===== src/rtl/tfst_pkg.sv =====
// shared types, codes and constants of the tcp flow sequence tracker
package tfst_pkg;

	localparam int QDepth = 4;
	localparam int QPtrW  = $clog2(QDepth);

	localparam logic OP_OPEN    = 1'b0;
	localparam logic OP_SEGMENT = 1'b1;

	typedef enum logic [2:0] {
		ST_OK      = 3'd0,
		ST_CLOSED  = 3'd1,
		ST_GAP     = 3'd2,
		ST_OOO     = 3'd3,
		ST_UNKNOWN = 3'd4,
		ST_NOPRIOR = 3'd5
	} status_t;

	// one decoded packet header as it travels from front to back
	typedef struct packed {
		logic        operation;
		logic [31:0] src_addr;
		logic [15:0] src_port;
		logic [31:0] dst_addr;
		logic [15:0] dst_port;
		logic [31:0] seq_num;
		logic [31:0] ack_num;
		logic [15:0] payload_len;
		logic        syn_flag;
		logic        fin_flag;
		logic        rst_flag;
		logic        syn_or_fin;
		logic        has_payload;
	} item_t;

endpackage


===== src/rtl/tfst_if.sv =====
// handshake channels for packet headers and tracker results
interface tfst_in_if;
	logic        valid;
	logic        ready;
	logic        operation;
	logic [31:0] src_addr;
	logic [15:0] src_port;
	logic [31:0] dst_addr;
	logic [15:0] dst_port;
	logic [31:0] seq_num;
	logic [31:0] ack_num;
	logic [15:0] payload_len;
	logic        syn_flag;
	logic        fin_flag;
	logic        rst_flag;

	modport source (
		output valid, operation, src_addr, src_port, dst_addr, dst_port,
			seq_num, ack_num, payload_len, syn_flag, fin_flag, rst_flag,
		input ready
	);
	modport sink (
		input valid, operation, src_addr, src_port, dst_addr, dst_port,
			seq_num, ack_num, payload_len, syn_flag, fin_flag, rst_flag,
		output ready
	);
endinterface

interface tfst_out_if;
	logic        valid;
	logic        ready;
	logic [2:0]  status;
	logic        deliver_payload;
	logic [31:0] packet_count;
	logic        flow_closed;

	modport source (
		output valid, status, deliver_payload, packet_count, flow_closed,
		input ready
	);
	modport sink (
		input valid, status, deliver_payload, packet_count, flow_closed,
		output ready
	);
endinterface


===== src/rtl/tcp_flow_sequence_tracker_top.sv =====
// top level: input stage, header queue and flow state engine of the tcp flow tracker
// path: a header beat is registered in the input stage, then written into the queue, then its
// result is registered by the flow state engine and held until the result side takes it
// throughput: one header per cycle unless a side stalls; the engine settles one item per cycle
// and the four-entry queue lets input and result sides stall independently
// reset: arst_n clears all control state at once; no session is open afterward
module tcp_flow_sequence_tracker_top (
	input  logic      clk,
	input  logic      arst_n,
	tfst_in_if.sink   pkt,
	tfst_out_if.source res
);
	import tfst_pkg::*;

	logic  push;
	item_t push_item;
	logic  pop;
	logic  q_full;
	logic  q_empty;
	item_t head;

	tfst_front u_front (
		.clk       (clk),
		.arst_n    (arst_n),
		.pkt       (pkt),
		.q_full    (q_full),
		.push      (push),
		.push_item (push_item)
	);

	tfst_queue u_queue (
		.clk       (clk),
		.arst_n    (arst_n),
		.push      (push),
		.push_item (push_item),
		.pop       (pop),
		.full      (q_full),
		.empty     (q_empty),
		.head      (head)
	);

	tfst_back u_back (
		.clk     (clk),
		.arst_n  (arst_n),
		.q_empty (q_empty),
		.h       (head),
		.pop     (pop),
		.res     (res)
	);

endmodule


===== src/rtl/tfst_front.sv =====
// input stage: registers each header beat and precomputes its flags
module tfst_front (
	input  logic            clk,
	input  logic            arst_n,
	tfst_in_if.sink         pkt,
	input  logic            q_full,
	output logic            push,
	output tfst_pkg::item_t push_item
);
	import tfst_pkg::*;

	logic  valid_s1;
	item_t item_s1;

	assign pkt.ready = !valid_s1 || !q_full;
	assign push      = valid_s1 && !q_full;
	assign push_item = item_s1;

	always_ff @(posedge clk or negedge arst_n) begin
		if (!arst_n) begin
			valid_s1 <= 1'b0;
		end else if (pkt.ready) begin
			valid_s1 <= pkt.valid;
		end
	end

	always_ff @(posedge clk) begin
		if (pkt.ready && pkt.valid) begin
			item_s1.operation   <= pkt.operation;
			item_s1.src_addr    <= pkt.src_addr;
			item_s1.src_port    <= pkt.src_port;
			item_s1.dst_addr    <= pkt.dst_addr;
			item_s1.dst_port    <= pkt.dst_port;
			item_s1.seq_num     <= pkt.seq_num;
			item_s1.ack_num     <= pkt.ack_num;
			item_s1.payload_len <= pkt.payload_len;
			item_s1.syn_flag    <= pkt.syn_flag;
			item_s1.fin_flag    <= pkt.fin_flag;
			item_s1.rst_flag    <= pkt.rst_flag;
			item_s1.syn_or_fin  <= pkt.syn_flag | pkt.fin_flag;
			item_s1.has_payload <= |pkt.payload_len;
		end
	end

endmodule


===== src/rtl/tfst_queue.sv =====
// short fifo between the input stage and the flow state engine
module tfst_queue (
	input  logic            clk,
	input  logic            arst_n,
	input  logic            push,
	input  tfst_pkg::item_t push_item,
	input  logic            pop,
	output logic            full,
	output logic            empty,
	output tfst_pkg::item_t head
);
	import tfst_pkg::*;

	item_t           mem [QDepth];
	logic [QPtrW-1:0] wr_ptr_q;
	logic [QPtrW-1:0] rd_ptr_q;
	logic [QPtrW:0]   count_q;

	assign full  = (count_q == (QPtrW+1)'(QDepth));
	assign empty = (count_q == '0);
	assign head  = mem[rd_ptr_q];

	always_ff @(posedge clk or negedge arst_n) begin
		if (!arst_n) begin
			wr_ptr_q <= '0;
			rd_ptr_q <= '0;
			count_q  <= '0;
		end else begin
			if (push) begin
				wr_ptr_q <= wr_ptr_q + 1'b1;
			end
			if (pop) begin
				rd_ptr_q <= rd_ptr_q + 1'b1;
			end
			if (push && !pop) begin
				count_q <= count_q + 1'b1;
			end else if (pop && !push) begin
				count_q <= count_q - 1'b1;
			end
		end
	end

	always_ff @(posedge clk) begin
		if (push) begin
			mem[wr_ptr_q] <= push_item;
		end
	end

	a_no_overflow: assert property (@(posedge clk) disable iff (!arst_n)
		full && !pop |-> !push) else $error("queue written while full");
	a_no_underflow: assert property (@(posedge clk) disable iff (!arst_n)
		empty |-> !pop) else $error("queue read while empty");
	a_count_range: assert property (@(posedge clk) disable iff (!arst_n)
		count_q <= (QPtrW+1)'(QDepth)) else $error("queue count out of range");

endmodule


===== src/rtl/tfst_back.sv =====
// flow state engine: opens a flow or checks each segment against it, and registers the result
module tfst_back (
	input  logic            clk,
	input  logic            arst_n,
	input  logic            q_empty,
	input  tfst_pkg::item_t h,
	output logic            pop,
	tfst_out_if.source      res
);
	import tfst_pkg::*;

	// flow state
	logic        session_open_q;
	logic [31:0] ep_src_addr_q;
	logic [15:0] ep_src_port_q;
	logic [31:0] ep_dst_addr_q;
	logic [15:0] ep_dst_port_q;
	logic [1:0]  have_last_q;
	logic [31:0] last_seq_q [2];
	logic [15:0] last_len_q [2];
	logic [1:0]  last_sf_q;
	logic [1:0]  fin_seen_q;
	logic [31:0] fin_ack_q [2];
	logic [1:0]  side_closed_q;
	logic [31:0] count_reg_q;

	// result register
	logic        out_valid_q;
	status_t     status_q;
	logic        deliver_q;
	logic [31:0] count_out_q;
	logic        closed_q;

	// next-state decisions
	logic        dir_src;
	logic        dir_dst;
	logic        d;
	logic        o;
	logic [31:0] next_seq;
	status_t     st;
	logic        deliver;
	logic        do_open;
	logic        do_keep;
	logic        do_bump;
	logic        do_rst;
	logic        set_fin;
	logic        close_o;
	logic [31:0] count_bumped;
	logic [31:0] count_nxt;
	logic [1:0]  closed_nxt;

	assign pop = !q_empty && (!out_valid_q || res.ready);

	assign dir_src  = (h.src_addr == ep_src_addr_q) && (h.src_port == ep_src_port_q);
	assign dir_dst  = (h.src_addr == ep_dst_addr_q) && (h.src_port == ep_dst_port_q);
	assign d        = !dir_src;
	assign o        = ~d;
	assign next_seq = last_seq_q[d] + (last_sf_q[d] ? 32'd1 : {16'd0, last_len_q[d]});
	assign count_bumped = (count_reg_q == '1) ? count_reg_q : count_reg_q + 32'd1;

	always_comb begin
		st      = ST_OK;
		deliver = 1'b0;
		do_open = 1'b0;
		do_keep = 1'b0;
		do_bump = 1'b0;
		do_rst  = 1'b0;
		set_fin = 1'b0;
		close_o = 1'b0;
		if (h.operation == OP_OPEN) begin
			do_open = 1'b1;
		end else if (!session_open_q) begin
			st = ST_NOPRIOR;
		end else if (&side_closed_q) begin
			st = ST_CLOSED;
		end else if (h.rst_flag) begin
			do_rst  = 1'b1;
			do_bump = 1'b1;
		end else if (!dir_src && !dir_dst) begin
			st = ST_UNKNOWN;
		end else if (!have_last_q[d] && h.syn_flag) begin
			// first syn of a direction is recorded but not counted
			do_keep = 1'b1;
		end else if (!have_last_q[d]) begin
			st = ST_NOPRIOR;
		end else if (next_seq == h.seq_num) begin
			do_keep = 1'b1;
			do_bump = 1'b1;
			if (h.has_payload) begin
				deliver = 1'b1;
			end else begin
				set_fin = !fin_seen_q[d] && h.fin_flag;
				close_o = fin_seen_q[o] && (h.seq_num == fin_ack_q[o]);
			end
		end else if (next_seq > h.seq_num) begin
			st = ST_OOO;
		end else begin
			st = ST_GAP;
		end
	end

	always_comb begin
		count_nxt = count_reg_q;
		if (do_open) begin
			count_nxt = 32'd1;
		end else if (do_bump) begin
			count_nxt = count_bumped;
		end
		closed_nxt = side_closed_q;
		if (do_open) begin
			closed_nxt = 2'b00;
		end else if (do_rst) begin
			closed_nxt = 2'b11;
		end else if (close_o) begin
			closed_nxt[o] = 1'b1;
		end
	end

	always_ff @(posedge clk or negedge arst_n) begin
		if (!arst_n) begin
			session_open_q <= 1'b0;
			ep_src_addr_q  <= '0;
			ep_src_port_q  <= '0;
			ep_dst_addr_q  <= '0;
			ep_dst_port_q  <= '0;
			have_last_q    <= '0;
			fin_seen_q     <= '0;
			side_closed_q  <= '0;
			count_reg_q    <= '0;
			out_valid_q    <= 1'b0;
		end else begin
			if (pop) begin
				out_valid_q   <= 1'b1;
				count_reg_q   <= count_nxt;
				side_closed_q <= closed_nxt;
				if (do_open) begin
					session_open_q <= 1'b1;
					ep_src_addr_q  <= h.src_addr;
					ep_src_port_q  <= h.src_port;
					ep_dst_addr_q  <= h.dst_addr;
					ep_dst_port_q  <= h.dst_port;
					have_last_q    <= 2'b01;
					fin_seen_q     <= 2'b00;
				end else begin
					if (do_keep) begin
						have_last_q[d] <= 1'b1;
					end
					if (set_fin) begin
						fin_seen_q[d] <= 1'b1;
					end
				end
			end else if (res.ready) begin
				out_valid_q <= 1'b0;
			end
		end
	end

	always_ff @(posedge clk) begin
		if (pop) begin
			if (do_open) begin
				last_seq_q[0] <= h.seq_num;
				last_len_q[0] <= h.payload_len;
				last_sf_q[0]  <= h.syn_or_fin;
			end else if (do_keep) begin
				last_seq_q[d] <= h.seq_num;
				last_len_q[d] <= h.payload_len;
				last_sf_q[d]  <= h.syn_or_fin;
			end
			if (set_fin) begin
				fin_ack_q[d] <= h.ack_num;
			end
			status_q    <= st;
			deliver_q   <= deliver;
			count_out_q <= count_nxt;
			closed_q    <= &closed_nxt;
		end
	end

	assign res.valid           = out_valid_q;
	assign res.status          = status_q;
	assign res.deliver_payload = deliver_q;
	assign res.packet_count    = count_out_q;
	assign res.flow_closed     = closed_q;

	a_deliver_ok: assert property (@(posedge clk) disable iff (!arst_n)
		out_valid_q && deliver_q |-> status_q == ST_OK)
		else $error("payload delivered on a rejected segment");
	a_closed_counted: assert property (@(posedge clk) disable iff (!arst_n)
		out_valid_q && closed_q |-> count_out_q != '0)
		else $error("flow closed with zero packet count");
	a_reject_holds_count: assert property (@(posedge clk) disable iff (!arst_n)
		pop && st != ST_OK |=> count_reg_q == $past(count_reg_q))
		else $error("rejected segment changed the packet count");
	a_closed_needs_session: assert property (@(posedge clk) disable iff (!arst_n)
		|side_closed_q |-> session_open_q)
		else $error("side closed without an open session");

endmodule

===== src/flat_wrapper.sv =====
// flat-port wrapper written by rule: the top's interface ports become plain ports
module tcp_flow_sequence_tracker_top_flat import tfst_pkg::*;
  (clk, arst_n, pkt_valid, pkt_operation, pkt_src_addr, pkt_src_port, pkt_dst_addr, pkt_dst_port, pkt_seq_num, pkt_ack_num, pkt_payload_len, pkt_syn_flag, pkt_fin_flag, pkt_rst_flag, pkt_ready, res_valid, res_status, res_deliver_payload, res_packet_count, res_flow_closed, res_ready);
  tfst_in_if pkt_i ();
  tfst_out_if res_i ();
  input  logic clk;
  input  logic arst_n;
  input wire logic [$bits(pkt_i.valid)-1:0] pkt_valid;
  input wire logic [$bits(pkt_i.operation)-1:0] pkt_operation;
  input wire logic [$bits(pkt_i.src_addr)-1:0] pkt_src_addr;
  input wire logic [$bits(pkt_i.src_port)-1:0] pkt_src_port;
  input wire logic [$bits(pkt_i.dst_addr)-1:0] pkt_dst_addr;
  input wire logic [$bits(pkt_i.dst_port)-1:0] pkt_dst_port;
  input wire logic [$bits(pkt_i.seq_num)-1:0] pkt_seq_num;
  input wire logic [$bits(pkt_i.ack_num)-1:0] pkt_ack_num;
  input wire logic [$bits(pkt_i.payload_len)-1:0] pkt_payload_len;
  input wire logic [$bits(pkt_i.syn_flag)-1:0] pkt_syn_flag;
  input wire logic [$bits(pkt_i.fin_flag)-1:0] pkt_fin_flag;
  input wire logic [$bits(pkt_i.rst_flag)-1:0] pkt_rst_flag;
  output wire logic [$bits(pkt_i.ready)-1:0] pkt_ready;
  output wire logic [$bits(res_i.valid)-1:0] res_valid;
  output wire logic [$bits(res_i.status)-1:0] res_status;
  output wire logic [$bits(res_i.deliver_payload)-1:0] res_deliver_payload;
  output wire logic [$bits(res_i.packet_count)-1:0] res_packet_count;
  output wire logic [$bits(res_i.flow_closed)-1:0] res_flow_closed;
  input wire logic [$bits(res_i.ready)-1:0] res_ready;
  assign pkt_i.valid = pkt_valid;
  assign pkt_i.operation = pkt_operation;
  assign pkt_i.src_addr = pkt_src_addr;
  assign pkt_i.src_port = pkt_src_port;
  assign pkt_i.dst_addr = pkt_dst_addr;
  assign pkt_i.dst_port = pkt_dst_port;
  assign pkt_i.seq_num = pkt_seq_num;
  assign pkt_i.ack_num = pkt_ack_num;
  assign pkt_i.payload_len = pkt_payload_len;
  assign pkt_i.syn_flag = pkt_syn_flag;
  assign pkt_i.fin_flag = pkt_fin_flag;
  assign pkt_i.rst_flag = pkt_rst_flag;
  assign pkt_ready = pkt_i.ready;
  assign res_valid = res_i.valid;
  assign res_status = res_i.status;
  assign res_deliver_payload = res_i.deliver_payload;
  assign res_packet_count = res_i.packet_count;
  assign res_flow_closed = res_i.flow_closed;
  assign res_i.ready = res_ready;
  tcp_flow_sequence_tracker_top u_core (.clk(clk), .arst_n(arst_n), .pkt(pkt_i), .res(res_i));
endmodule

===== config.mk =====
export PLATFORM = sky130hd
export DESIGN_NAME = tcp_flow_sequence_tracker_top_flat
export DESIGN_NICKNAME = d
export VERILOG_FILES = /design/src/rtl/tfst_pkg.sv /design/src/rtl/tfst_if.sv /design/src/rtl/tcp_flow_sequence_tracker_top.sv /design/src/rtl/tfst_front.sv /design/src/rtl/tfst_queue.sv /design/src/rtl/tfst_back.sv /design/src/flat_wrapper.sv
export SDC_FILE = /design/constraint.sdc
export NUM_CORES = 1
export LEC_CHECK = 0
export BUFFER_PORTS_ARGS = -buffer_cell sky130_fd_sc_hd__buf_2
export CAP_MARGIN = 20
export CORE_ASPECT_RATIO = 0.8
export CORE_UTILIZATION = 55
export DETAILED_ROUTE_END_ITERATION = 8
export PLACE_DENSITY_LB_ADDON = 0.15
export SKIP_LAST_GASP = 1
export SYNTH_ARGS = -nofsm -noshare
export SYNTH_HDL_FRONTEND = slang
export SYNTH_SLANG_ARGS = --single-unit

===== constraint.sdc =====
create_clock -name clk -period 10.5 [get_ports clk]
set_clock_uncertainty 0.1 [all_clocks]
set_input_delay 1.05 -clock clk [delete_from_list [all_inputs] [get_ports clk]]
set_output_delay 1.05 -clock clk [all_outputs]
set_load 0.01 [all_outputs]

Yosys cells after proc, flatten, opt, wreduce, memory -nomap -nowiden
Memories as Yosys holds them, arrays and structs flattened.
Cells that the tools add are included.
W data, S select, Z words.
Word-level totals
  register bits after elaboration: 365
  memory bits (writable): 888
  input port bits: 184
  output and inout port bits: 39
  word-level logic and storage cells: 199
  memories: 4
Cells by class
  add/sub/neg operators: 6
  $lt $le $gt $ge: 5
  equality and inequality tests: 10
  multiplexer cells: 93
  bitwise operators: 8
  reduce and logical (&&, ||, !) cells: 39
Memory list
  u_core.u_queue.mem: depth 4, width 182, read ports 1, clocked after memory_dff 0, wr ports 1, RTL line tfst_queue.sv:14  | item_t mem [QDepth];
  u_core.u_back.fin_ack_q: depth 2, width 32, read ports 1, clocked after memory_dff 0, wr ports 1, RTL line tfst_back.sv:23  | logic [31:0] fin_ack_q [2];
  u_core.u_back.last_seq_q: depth 2, width 32, read ports 1, clocked after memory_dff 0, wr ports 1, RTL line tfst_back.sv:19  | logic [31:0] last_seq_q [2];
  u_core.u_back.last_len_q: depth 2, width 16, read ports 1, clocked after memory_dff 0, wr ports 1, RTL line tfst_back.sv:20  | logic [15:0] last_len_q [2];
Operators with widths (number)
  $eq A32 B32 Y1: 4
  $mux W32: 4
  $mux W1: 68
  $add A32 B1 Y32 const B: 1
  $add A32 B16 Y32: 1
  $eq A16 B16 Y1: 2
  $eq A32 B32 Y1 const B: 1
  $gt A32 B32 Y1: 1
  $mux W16: 2
  $reduce_or A16 Y1: 2
  $reduce_or A32 Y1: 1
  $mux W3: 8
  $mux W2: 8
  $reduce_or A8 Y1: 2
  $logic_and A1 B1 Y1: 13
  $logic_not A1 Y1: 10
  $reduce_and A2 Y1: 5
  $or A2 B2 Y2: 3
  $add A2 B1 Y2 const B: 2
  $lt A1 B2 Y1 const B: 2
  $ne A2 B1 Y1 const B: 2
  $not A1 Y1: 4
  $reduce_bool A2 Y1: 2
  $add A3 B1 Y3 const B: 1
  9 further kinds: 12

Logic depth before layout (Yosys ltp)
An unclocked memory read counts as a cell.
  depth after elaboration: 23
  gate-level depth with buffers: 39
  mapped depth without buffers: 35

Cells and area by module
From an unflattened synthesis, not the netlist that was laid out.
Unflattened totals
  cells, all modules: 2870
  area total of the unflattened synthesis: 49650.1 sq um
By module, submodules not included
  tfst_queue: instances 1, cells an instance 985, area each 26716.9 sq um, sequential area each 22036.1 sq um
  tfst_back: instances 1, cells an instance 1692, area each 17382.9 sq um, sequential area each 9379.0 sq um
  tfst_front: instances 1, cells an instance 193, area each 5550.3 sq um, sequential area each 5490.3 sq um

Worst setup path after synthesis
Ideal clock, no wire load.
  kind: register to register
  from: register u_core.u_queue.rd_ptr_q[0]
  to: memory u_core.u_back.last_len_q[0][0] (enable)
  setup time: 520 ps
  data arrival time: 10597 ps
  required time: 9880 ps
  path slack: -717 ps
  stages on the path, launching flop included: 34
  path buffers: 5
  clock period less this slack: 11217 ps
  cells stage by stage: dfrtp_1 -> buf_6 -> buf_6 -> mux4_2 -> xnor2_1 -> nand4_1 -> nor4_2 -> and3_1 -> clkbuf_1 -> buf_2 -> buf_1 -> mux2_2 -> ha_1 -> inv_1 -> fa_1 -> nor2b_1 -> o21ai_0 -> a21boi_0 -> o41ai_1 -> o21ai_0 -> o41ai_1 -> o21a_1 -> o21ai_1 -> and2_1 -> nand3_1 -> xor2_1 -> mux2i_1 -> ha_1 -> nand4_1 -> nor4_1 -> nand3_1 -> and2_1 -> or3b_2 -> o21ai_0
Between the ends
  cells in the longest elaborated chain, start to end: 22
  elaborated cells between the ends (all ways): 39
  classes of those cells: add/sub: 1; eq/ne: 5; mux: 22; reduce/logical: 8; memory: 3
RTL lines
  start, declared: RTL line tfst_queue.sv:16  | logic [QPtrW-1:0] rd_ptr_q;
  start signal, assigned: RTL line tfst_queue.sv:33  | rd_ptr_q <= rd_ptr_q + 1'b1;
  $mem_v2 Z4 W182 *
  $eq A32 B32 Y1 / $eq A16 B16 Y1 (equally long branches): RTL line tfst_back.sv:54  | assign dir_src = (h.src_addr == ep_src_addr_q) && (h.src_port == ep_src_port_q);
  $logic_and A1 B1 Y1: RTL line tfst_back.sv:54
  $logic_not A1 Y1 / $mux W1 (equally long branches): RTL line tfst_back.sv:56, tfst_back.sv:79, tfst_back.sv:58
  $mem_v2 Z2 W16 / $mux W1 (equally long branches)
  $mux W16: RTL line tfst_back.sv:58  | assign next_seq = last_seq_q[d] + (last_sf_q[d] ? 32'd1 : {16'd0, last_len_q[d]});
  $add A32 B16 Y32: RTL line tfst_back.sv:58
  $eq A32 B32 Y1: RTL line tfst_back.sv:86  | end else if (next_seq == h.seq_num) begin
  [6 not listed]
  $mux W1: RTL line tfst_back.sv:72  | end else if (!session_open_q) begin
  $mux W1: RTL line tfst_back.sv:70  | if (h.operation == OP_OPEN) begin
  $mux W1: RTL line tfst_back.sv:164  | end else if (do_keep) begin
  $mux W1: RTL line tfst_back.sv:160  | if (do_open) begin
  $mux W1: RTL line tfst_back.sv:159  | if (pop) begin
  $mux W1 (implied by the code): RTL line tfst_back.sv:166  | last_len_q[d] <= h.payload_len;
  $reduce_or A16 Y1 (no source line)
  $mux W1 (no source line)
  end, declared: RTL line tfst_back.sv:20
Every way passes the cells marked *; elsewhere a longest branch is shown, timed or not. The select of a mux whose other input is x is not followed.

Final worst setup path
  from: register u_core.u_queue.rd_ptr_q[0]
  to: register u_core.u_back.count_out_q[31] (netlist: u_core.u_back.res.packet_count[31]), data pin
Between the ends
  cells in the longest elaborated chain, start to end: 18
  elaborated cells between the ends (all ways): 31
  classes of those cells: add/sub: 1; eq/ne: 5; mux: 15; reduce/logical: 7; memory: 3
RTL lines
  $mem_v2 Z4 W182 *
  $eq A32 B32 Y1 / $eq A16 B16 Y1 (equally long branches): RTL line tfst_back.sv:54
  $logic_and A1 B1 Y1: RTL line tfst_back.sv:54
  $logic_not A1 Y1 / $mux W1 (equally long branches): RTL line tfst_back.sv:56, tfst_back.sv:79, tfst_back.sv:58
  $mem_v2 Z2 W16 / $mux W1 (equally long branches)
  $mux W16: RTL line tfst_back.sv:58
  $add A32 B16 Y32: RTL line tfst_back.sv:58
  $eq A32 B32 Y1: RTL line tfst_back.sv:86
  [3 not listed]
  $mux W1: RTL line tfst_back.sv:79  | end else if (!dir_src && !dir_dst) begin
  $mux W1: RTL line tfst_back.sv:76  | end else if (h.rst_flag) begin
  $mux W1: RTL line tfst_back.sv:74  | end else if (&side_closed_q) begin
  $mux W1: RTL line tfst_back.sv:72
  $mux W1: RTL line tfst_back.sv:70
  $mux W32: RTL line tfst_back.sv:106  | end else if (do_bump) begin
  $mux W32 *: RTL line tfst_back.sv:104  | if (do_open) begin
  named net u_core.u_back.count_nxt[31]: RTL line tfst_back.sv:49  | logic [31:0] count_nxt;
  end signal, assigned: RTL line tfst_back.sv:174  | count_out_q <= count_nxt;
  end, declared: RTL line tfst_back.sv:31  | logic [31:0] count_out_q;
The timed path passes the listed nets; every way through them passes the cells marked *. The select of a mux whose other input is x is not followed.
A chain may end at the register's enable or synchronous reset.

==> flow_metrics.env <==
export IMPL_netlist_cell_type_count=65
export IMPL_power_density_nw_per_um2=285.7
export IMPL_r2r_slack_ns=0.76
export IMPL_drive_gt1_share_pct=26.65
export IMPL_via_count=24200
export IMPL_cp_common_cell="nand4_1"
export IMPL_htreeDepth=3
export IMPL_crit_reg2reg_capture="u_core.u_back.res.packet_count[31]"
export IMPL_track_usage_pct=24.03
export IMPL_yosysTopAreaCell="edfxtp_1"
export IMPL_core_um2=87750
export IMPL_place_gp_congestion=0.8879
export IMPL_start_util_pct=55.70
export IMPL_fin_crit_ns=9.745
export IMPL_wirelength_um=106300
export IMPL_yosys_warnings=0
export IMPL_grt_max_degree=79
export IMPL_worst_slew_pin_slew_ns=1.007
export IMPL_drt_pass1_iter_count=7
export IMPL_grt_antenna_before_repair=4
export IMPL_insertion_delay_ns=0.70
export IMPL_arrival_ns=10.05
export IMPL_cts_tree="built"
export IMPL_cp_num_buf_inv=5
export IMPL_drt_iter0_drc=2368
export IMPL_crit_type="reg -> reg"
export IMPL_finalSetupViolations=0
export IMPL_cts_root_buf="clkbuf_16"
export IMPL_max_slew_margin_rel_pct=32.19
export IMPL_num_io_pins=223
export IMPL_crit_path_top_delay_cell="mux4_2"
export IMPL_grt_pass1_wl_um=157300
export IMPL_syn_avg_cell_area_um2=19.36
export IMPL_p_leak_nw=19.30
export IMPL_nFillCells=6081
export IMPL_start_kind="register"
export IMPL_peakVddDrop_mv=0.1745
export IMPL_cap_violations=0
export IMPL_hold_violations=0
export IMPL_post_route_period_util_pct=92.81
export IMPL_via_per_inst=5.885
export IMPL_fin_cells=4112
export IMPL_hold_path_class="in -> async"
export IMPL_fin_nets=3066
export IMPL_die_w_um=335.3
export IMPL_ant_nets=0
export IMPL_syn_nets=2765
export IMPL_cts_buffer_depth=3
export IMPL_crit_family="simple AND/OR/NAND/NOR gates"
export IMPL_status="finished, final reports clean"
export IMPL_row_count=97
export IMPL_fmax_mhz=102.6
export IMPL_die_area_um2=90060
export IMPL_async_flop_share_pct=11.49
export IMPL_syn2layout_area_growth_pct=13.23
export IMPL_dp_hpwl_um=70050
export IMPL_ctsHoldBuffers=0
export IMPL_cts_made_buffers=114
export IMPL_regToRegStartpoint="u_core.u_queue.rd_ptr_q[0]"
export IMPL_dpl_cell_count=3896
export IMPL_ys_top_cells_by_area="edfxtp_1 68%, mux4_2 8.2%, dfrtp_1 7.4%, mux2_2 2.7%, xnor2_1 2.7%"
export IMPL_critPathCaptureType="register"
export IMPL_drt_wirelength_per_cell_um=25.84
export IMPL_crit_fanout=32
export IMPL_portBuffers=222
export IMPL_synth_ff_type="edfxtp_1"
export IMPL_slew_viol_final=0
export IMPL_synth_edf_count=1109
export IMPL_ys_seq_area_share_pct=75.51
export IMPL_drc=0
export IMPL_die_h_um=268.6
export IMPL_required_ns=10.81
export IMPL_worstRegToRegCells=35
export IMPL_clk_pin_slew_ns=0.07
export IMPL_overflow=0
export IMPL_synth_top_area_share_pct=68.14
export IMPL_synth_seq_cells=1253
export IMPL_total_power_w=0.01581
export IMPL_first_global_vias=24055
export IMPL_max_stage_delay_ns=0.63
export IMPL_synth_area_um2=48870
export IMPL_syn_inst=2525
export IMPL_cts_sinks=1253
[what timing repair did]
action / 4_1_cts / 5_1_grt
buffers inserted: 0 / 2
resized for setup: 0 / 3
endpoints found under the setup margin: 0 / 63
[synth_stat cells, types with 14 or more instances]
| cell type | n |
|---|---|
| nand4_1 | 47 |
| nand3_1 | 31 |
| nor3b_1 | 14 |
| o21ai_0 | 43 |
| xor2_1 | 44 |
| clkbuf_1 | 34 |
| nor4_1 | 17 |
| a21oi_1 | 29 |
| nor2_1 | 77 |
| mux4_2 | 178 |
| a31o_2 | 15 |
| ha_1 | 54 |
| dfrtp_1 | 144 |
| and3_1 | 24 |
| nand2_1 | 71 |
| xnor2_1 | 149 |
| buf_1 | 20 |
| inv_1 | 63 |
| o31ai_1 | 16 |
| mux2i_1 | 39 |
| buf_2 | 27 |
| a21o_1 | 19 |
| mux2_2 | 118 |
| edfxtp_1 | 1109 |
| and2_1 | 16 |
[worst register-to-register path, delay by kind of cell (launching register included)]
kind / cells / cell delay (ns)
AO/OA/AOI/OAI: 9 / 2.07
XOR/XNOR: 3 / 0.55
adder cells (fa/ha/maj): 2 / 0.76
buffers and inverters: 5 / 1.10
flip-flops: 1 / 0.59
multiplexers: 2 / 0.88
AND/OR/NAND/NOR: 14 / 3.43
[layer usage]
metal / share of wire, % / GRT usage, % / wire (µm) / up-vias
met2: 43 / 33.60 / 46040 / 895
met5: 0 / 0 / 0 / -
met4: 2.1 / 5.899 / 2181 / 0
met3: 8.7 / 5.897 / 9250 / 142
li1: - / - / - / 10616
met1: 46 / 38.02 / 48790 / 12547
[how the worst max path moves through the flow]
stage / from / to / depth (start not counted)
after CTS: u_core.u_queue.rd_ptr_q[0] / u_core.u_back.res.flow_closed / 34
after floorplan: u_core.u_queue.rd_ptr_q[0] / u_core.u_back.last_len_q[0][0] / 33
after detailed placement: u_core.u_queue.rd_ptr_q[0] / u_core.u_back.res.flow_closed / 34
after global placement: u_core.u_queue.rd_ptr_q[0] / u_core.u_back.res.flow_closed / 34
after global routing: u_core.u_queue.rd_ptr_q[0] / u_core.u_back.res.packet_count[31] / 35
final: u_core.u_queue.rd_ptr_q[0] / u_core.u_back.res.packet_count[31] / 35
[cells in the final DEF, fill, tap and decap left out, drive strengths merged, types with 6 or more instances in the layout]
master / instances
a21o: 19
a21oi: 29
a22o: 10
a31o: 15
a31oi: 6
and2: 16
and3: 24
buf: 273
bufinv: 15
clkbuf: 148
clkinv: 40
clkinvlp: 7
dfrtp: 144
edfxtp: 1109
ha: 54
inv: 66
mux2: 118
mux2i: 39
mux4: 178
nand2: 71
nand2b: 10
nand3: 32
nand4: 48
nor2: 77
nor2b: 6
nor3: 12
nor3b: 14
nor4: 22
o21a: 11
o21ai: 47
o22ai: 6
o31ai: 17
xnor2: 149
xor2: 44
[stage by stage]
| stage | setup slack [ns] | util (%) | setup TNS [ns] | hold slack, ns | area (µm²) |
|---|---|---|---|---|---|
| detailed placement | 0.1441 | 58.72 | 0 | 0.3794 | 51530 |
| global route | -0.02189 | 63.06 | -0.02309 | 0.3834 | 55340 |
| CTS | 0.05819 | 63.03 | 0 | 0.3293 | 55300 |
| global placement | 0.2942 | 58.72 | 0 | 0.3648 | 51530 |
| finish | 0.7551 | 63.07 | 0 | 0.3325 | 55340 |
| floorplan | 0.5807 | - | 0 | 0.3507 | 48870 |
[sequential cells by signal, indices dropped and copies added (netlist names), 3 cells and up]
register / flops
u_core.u_back.fin_ack_q: 64
u_core.u_back.last_len_q: 32
u_core.u_back.last_seq_q: 64
u_core.u_back.count_reg_q: 32
u_core.u_back.ep_src_addr_q: 32
u_core.u_front.push_item: 182
u_core.u_back.res.status: 3
u_core.u_back.ep_dst_port_q: 16
u_core.u_back.ep_dst_addr_q: 32
u_core.u_back.ep_src_port_q: 16
u_core.u_queue.mem: 728
u_core.u_queue.count_q: 3
u_core.u_back.res.packet_count: 32
[power by group]
part | total [W] | switching, W | internal [W] | leakage, nW
clock network | 0.00419 | 0.00178 | 0.00241 | 1.82
registers | 0.00743 | 0.000585 | 0.00684 | 12.0
logic | 0.00420 | 0.00246 | 0.00174 | 5.43
[kinds of logic after synthesis]
family | count (synthesis) | share of synthesized area (%)
DFF | 1253 | 75.51
and+or+nand+nor | 345 | 3.794
muxes | 335 | 11.72
xor gates and xnor gates | 193 | 3.459
AOI/OAI and AO/OA | 192 | 2.719
buffers and inverters | 151 | 1.329
adders and majority gates | 56 | 1.464
[layout make-up]
type / instances / area [µm²] / share of cell area [%]
flip-flops and latches: 1253 / 36910 / 66.70
clock inverters: 65 / 745.7 / 1.348
repair buffers: 273 / 1525 / 2.756
multi-input cells: 1121 / 11400 / 20.60
inverters: 63 / 236.5 / 0.4273
well taps: 1188 / 1486 / 2.686
diodes: 1 / 2.502 / 0.004522
clock buffers: 148 / 3033 / 5.481
(Power assumes the default switching activity.)
